[config.mk]
export PLATFORM = sky130hd
export DESIGN_NAME = fyp_rem_unit
export DESIGN_NICKNAME = d
export VERILOG_FILES = /design/src/design/fyp_pkg.sv /design/src/design/fyp_rem_unit.sv
export SDC_FILE = /design/constraint.sdc
export NUM_CORES = 1
export LEC_CHECK = 0
export BUFFER_PORTS_ARGS = -buffer_cell sky130_fd_sc_hd__buf_2
export CAP_MARGIN = 20
export CORE_MARGIN = 1
export CORE_UTILIZATION = 50
export DETAILED_ROUTE_END_ITERATION = 16
export GPL_ROUTABILITY_DRIVEN = 1
export PLACE_DENSITY = 0.81
export RECOVER_POWER = 25
export SYNTH_ARGS = -nofsm -noshare
export SYNTH_HDL_FRONTEND = slang
export SYNTH_SLANG_ARGS = --single-unit
export TNS_END_PERCENT = 10
[constraint.sdc]
create_clock -name clk -period 4.8 [get_ports clk]
set_clock_uncertainty 0.2 [all_clocks]
set_input_delay 0.96 -clock clk [delete_from_list [all_inputs] [get_ports clk]]
set_output_delay 0.96 -clock clk [all_outputs]
set_load 0.1 [all_outputs]
[src/design/fyp_pkg.sv]
// ----------------------------------------------------------------------------
// fyp_pkg: shared types and constants for the permutation generator
// Sizes, store request words and the remainder unit result word.
// ----------------------------------------------------------------------------
package fyp_pkg;

  localparam int MAX_SIZE = 1024;
  localparam int IDX_W    = 10;           // position / element width
  localparam int SIZE_W   = 11;           // perm_size register width
  localparam int WORD_W   = 64;           // random word width
  localparam int CNT_W    = $clog2(WORD_W);

  localparam logic [SIZE_W-1:0] PERM_SIZE_RESET = SIZE_W'(MAX_SIZE);

  // store write request: mark set means the entry holds a shuffled value
  typedef struct packed {
    logic             en;
    logic [IDX_W-1:0] addr;
    logic             mark;
    logic [IDX_W-1:0] value;
  } store_wr_t;

  // store read request: both entries of one swap
  typedef struct packed {
    logic             en;
    logic [IDX_W-1:0] addr_i;
    logic [IDX_W-1:0] addr_j;
  } store_rd_t;

  typedef struct packed {
    logic             done;
    logic [IDX_W-1:0] rem;
  } div_res_t;

  // size actually used: zero counts as one, anything above the maximum clamps
  function automatic logic [SIZE_W-1:0] eff_size(input logic [SIZE_W-1:0] s);
    logic [SIZE_W-1:0] r;
    r = s;
    if (s == '0) r = SIZE_W'(1);
    if (s > SIZE_W'(MAX_SIZE)) r = SIZE_W'(MAX_SIZE);
    return r;
  endfunction

endpackage

[src/design/fyp_rem_unit.sv]
// ----------------------------------------------------------------------------
// fyp_rem_unit: bit-serial remainder of a 64-bit word by a small divisor
// Restoring shift/compare/subtract, one dividend bit per cycle.
// ----------------------------------------------------------------------------
module fyp_rem_unit (
  input  logic                          clk,
  input  logic                          rst,
  input  logic                          start,
  input  logic [fyp_pkg::WORD_W-1:0]    dividend,
  input  logic [fyp_pkg::SIZE_W-1:0]    divisor,
  output fyp_pkg::div_res_t             res
);
  import fyp_pkg::*;

  logic [WORD_W-1:0] word;
  logic [SIZE_W-1:0] dvs;
  logic [IDX_W-1:0]  rem;
  logic [CNT_W-1:0]  cnt;
  logic              busy;
  logic              done;

  logic [SIZE_W-1:0] rem_sh;
  logic [SIZE_W-1:0] rem_next;

  // remainder stays below the divisor, so it fits the index width
  always_comb begin
    rem_sh   = {rem, word[WORD_W-1]};
    rem_next = (rem_sh >= dvs) ? rem_sh - dvs : rem_sh;
  end

  always_ff @(posedge clk) begin
    if (rst) begin
      busy <= 1'b0;
      done <= 1'b0;
      cnt  <= '0;
    end else begin
      done <= !start && busy && (cnt == CNT_W'(WORD_W - 1));
      if (start) begin
        busy <= 1'b1;
        cnt  <= '0;
      end else if (busy) begin
        cnt <= cnt + CNT_W'(1);
        if (cnt == CNT_W'(WORD_W - 1)) busy <= 1'b0;
      end
    end
  end

  always_ff @(posedge clk) begin
    if (start) begin
      word <= dividend;
      dvs  <= divisor;
      rem  <= '0;
    end else if (busy) begin
      word <= {word[WORD_W-2:0], 1'b0};
      rem  <= rem_next[IDX_W-1:0];
    end
  end

  assign res.done = done;
  assign res.rem  = rem;

endmodule

Word-level counts from Yosys, hierarchy flattened
Cells that the tools add are included.
- latch bits: 0
- word-level logic and storage cells: 21
- RAM bits: 0
- output and inout port bits: 11
- bits in registers: 93
- memories: 0
- memory bits (read-only): 0
- input port bits: 78
- bitwise operators: 0
- divide/modulo/power cells: 0
- eq/ne operators: 1
- reduce and logical (&&, ||, !) cells: 5
- $lt $le $gt $ge: 1
- muxes and demuxes: 6
- $add $sub $neg: 2
- multiply operators: 0
- shift operators: 0
- operators with widths (operator ; number):
    $mux W64 ; 2
    $ge A11 B11 Y1 ; 1
    $mux W10 ; 1
    $sub A10 B10 Y10 ; 1
    $add A6 B1 Y6 const B ; 1
    $eq A6 B6 Y1 const B ; 1
    $mux W1 ; 3
    $logic_and A1 B1 Y1 ; 2
    $reduce_bool A2 Y1 ; 1
    $reduce_or A2 Y1 ; 1
    $logic_not A1 Y1 ; 1

Depth between registers and ports, before layout
- depth after elaboration: 4
- gate-level depth with buffers: 10
- gate-level depth less buffers: 10

Worst setup path before layout
Ideal clock, no wire load.
- path type: input to register
- from: input start
- to: register word[0] (enable)
- arrival time: 2.591 ns
- library setup time: 0.418 ns
- path slack: 1.591 ns
- cell stages on the path: 3
- required time: 4.182 ns
- path through: clkbuf_1 -> nor2_1 -> inv_1
- longest elaborated chain between the ends: 1
- RTL lines (what ; RTL line ; source):
    from (decl) ; fyp_rem_unit.sv:8 ; input logic start,
    $reduce_bool A2 Y1 (no source line) ; -- ;
    to (signal assigned) ; fyp_rem_unit.sv:50 ; word <= dividend;
    to (signal assigned) ; fyp_rem_unit.sv:54 ; word <= {word[WORD_W-2:0], 1'b0};
    to (decl) ; fyp_rem_unit.sv:15 ; logic [WORD_W-1:0] word;
No other way between the ends.
A chain may end at the register's enable or synchronous reset.

Final worst setup path
- from: register done
- to: output res[10] in the netlist's numbering
- RTL lines (what ; RTL line ; source):
    from (decl) ; fyp_rem_unit.sv:20 ; logic done;
    from (signal assigned) ; fyp_rem_unit.sv:37 ; done <= !start && busy && (cnt == CNT_W'(WORD_W - 1));
    to (decl) ; fyp_rem_unit.sv:11 ; output fyp_pkg::div_res_t res
No word-level cell between the ends.

==> impl_metrics.ini <==
[critical_path]
r2r_setup_slack_ns = 2.41
critPathKind = reg2out
critPathLaunchType = register
crit_chain = clkbuf_1
rr_endpoint = rem[8]$_SDFFE_PP0P_
max_stage_delay_ns = 0.86
cp-startpoint = done$_SDFF_PP0_
cp_top_family = buffers and inverters
cp_data_arrival_time_ns = 1.52
end_kind = primary output
rr_startpoint = word[63]$_DFFE_PP_
endpoint = res[10]
cp_max_fo = 1
crit_slowest_cell = clkbuf_1
r2r_cells = 10
path_buf_inv = 1
path_depth = 1
required_ns = 3.64

[detailed_routing]
detail-route-antenna-nets = 0
drtPass1Iterations = 4
wire_per_inst_um = 14.8
drc = 0
vias = 2641
drt_iter0_markers = 85
vias_per_cell = 5.28
routed_wl_um = 7380

[flow_run]
cap_violations = 0

[outcome]
status = finished clean

[layout]
fin_util_pct = 60.5
finish.instance_area_mm2 = 0.00500
seqCellArea_mm2 = 0.00261
nFillCells = 701
area_delta_synth_final_pct = 17.2
nNetsFinal = 481
drive_gt1_share_pct = 44.6
multi_input_area_mm2 = 0.00154
antenna_cells = 0

[floorplanning]
fp-row-count = 33
design.core.area_mm2 = 0.00826
die_x_um = 94.4
fp.dieH_um = 94.4
die-area_mm2 = 0.00891
design.portCount = 89
start_util_pct = 51.7

[cts]
cts_setup_buffers = 0
cts_max_level = 3
clk_latency_ns = 0.35
cts_buffers = 9
cts_tree = done
clkTransAtPathRegs_ns = 0.09
ctsHoldBuffers = 0
clockBufferDepth = 2
cts_resized = 0
cts_sinks = 93
cts_root_buffer = clkbuf_8

[placement]
io_buffers = 88
dp_slack_ns = 1.94
gp_congestion = 0.865
placed_area_mm2 = 0.00481
place_hpwl_um = 5150

[synthesis]
netlist_top_cells_area = edfxtp_1, mux2_2, dfxtp_1, ha_1, mux2i_1
syn_area_mm2 = 0.00427
synth_top_area_share_pct = 52.8
seq_area_frac_synth_pct = 61.2
async_flop_share_pct = 0
yosysWarnings = 0
ys_types = 42
ys_ff_latch = 93
syn_nets = 392
syn_area_per_cell_um2 = 14.2
synth.largest_area_cell = edfxtp_1
synth_ff_type = edfxtp_1
syn_inst = 301
synth_edf_count = 75

[timing]
rsz0062_at_grt = no
final_max_slew_viol_count = 0
period_minus_slack_ns = 2.68
finalCritPeriodShare_pct = 55.9
max_freq_mhz = 372
relSlewSlack_pct = 22.7
tightest_slew_ns = 1.16
setup_tns_ns = 0
worst_slack_ns = 2.12
setup_viol = 0
hold_viol_final = 0

[power]
swShare_pct = 25.2
max-vdd-ir-drop_mv = 0.200
p_sw_mw = 0.444
p_per_area_mw_per_mm2 = 352
pwr-share-comb_pct = 14.1
p_int_mw = 1.32
power_frac_seq_pct = 55.9
p_leak_nw = 1.97
p_clk_share_pct = 30.0

[global_routing]
overflow = 0
grt_pass1_vias = 2593
grtUsageTotal_pct = 17.7
grt_max_degree = 65
grt_pass1_wl_um = 11900
antenna_found_initial = 0

[min_path]
hold_path_class = reg2reg
==> sequential cells by signal (all words and copies together) (netlist names) <==
name,cells
word,64
busy,1
dvs,11
done,1
rem,10
cnt,6
==> layout make-up <==
class / count / area share (%)
sequential: 93 / 52.3
multi-input combinational: 179 / 30.7
timing repair buffer: 90 / 9.13
tap: 105 / 2.63
clock buffer: 10 / 2.55
clock inverter: 6 / 1.43
inverter: 17 / 1.28
==> cell usage in the layout (no fill, tap or decap), types with 4 or more instances in the layout <==
master | Yosys | final
ha_1 | 12 | 12
o21ai_1 | 5 | 5
inv_1 | 17 | 16
a21oi_1 | 11 | 11
edfxtp_1 | 75 | 75
xnor2_1 | 6 | 6
buf_2 | 0 | 86
nor2_1 | 15 | 15
dfxtp_1 | 18 | 18
mux2i_1 | 8 | 8
nand3_1 | 4 | 4
mux2_2 | 63 | 63
xor2_1 | 5 | 5
nand2_1 | 12 | 12
a211oi_1 | 5 | 5
clkbuf_8 | 0 | 9
==> synthesized netlist by cell type, drive strengths merged, types with 2 or more instances <==
master and number:
edfxtp 75, mux2 63, dfxtp 18, inv 17, nor2 16, a21oi 13
ha 12, nand2 12, o21ai 10, mux2i 8, clkbuf 7, xnor2 6
a211oi 5, buf 5, xor2 5, nand3 4, nand2b 3, nand4 3
a21o 2, o211ai 2, or3 2
==> power groups by stage <==
stage          logic [mW]  registers [mW]  clock network [mW]
3_5_place_dp        0.251            1.00                   0
3_3_place_gp        0.243            1.00                   0
2_1_floorplan       0.155            1.03                   0
5_1_grt             0.271           0.994               0.573
6_report            0.248           0.985               0.529
4_1_cts             0.252           0.986               0.544
==> per-stage QoR <==
stage | std cells | hold WS, ns | power [mW]
floorplan | 301 | 0.254 | 1.18
global placement | 484 | 0.267 | 1.24
detailed placement | 484 | 0.290 | 1.25
CTS | 500 | 0.307 | 1.78
global route | 500 | 0.319 | 1.84
finish | 500 | 0.304 | 1.76
==> cell families after synthesis <==
kind of cell | after synthesis | share of synthesized area (%)
flops | 93 | 61.2
mux | 71 | 18.5
simple gates | 47 | 5.42
compound gates | 37 | 5.98
buf+inv | 29 | 2.64
fa+ha+maj | 13 | 3.99
xor+xnor | 11 | 2.26
==> tightest hold or removal path: stages (launching register included) <==
cell     delay [ns]
dfxtp_1        0.33
o21ai_0        0.08
a21oi_1        0.06
==> how the worst min path moves through the flow <==
| stage | cells past startpoint | from | slack [ns] | endpoint |
|---|---|---|---|---|
| final | 2 | cnt[5]$_SDFFE_PP0P_ | 0.30 | cnt[5]$_SDFFE_PP0P_ |
| after global routing | 2 | cnt[5]$_SDFFE_PP0P_ | 0.32 | cnt[5]$_SDFFE_PP0P_ |
| after CTS | 2 | cnt[5]$_SDFFE_PP0P_ | 0.31 | cnt[5]$_SDFFE_PP0P_ |
| after detailed placement | 2 | cnt[5]$_SDFFE_PP0P_ | 0.29 | cnt[5]$_SDFFE_PP0P_ |
| after global placement | 2 | cnt[5]$_SDFFE_PP0P_ | 0.27 | cnt[5]$_SDFFE_PP0P_ |
| after floorplan | 2 | cnt[5]$_SDFFE_PP0P_ | 0.25 | cnt[5]$_SDFFE_PP0P_ |
==> per-layer routing <==
layer	part of all wire [%]	routed length [µm]	GRT usage, %
met1	44	3280	22.6
met2	47	3470	28.3
met3	8.0	591	7.57
met4	0.64	47	3.46
met5	0	0	0
Note: power is estimated with default switching activity, not from simulation.
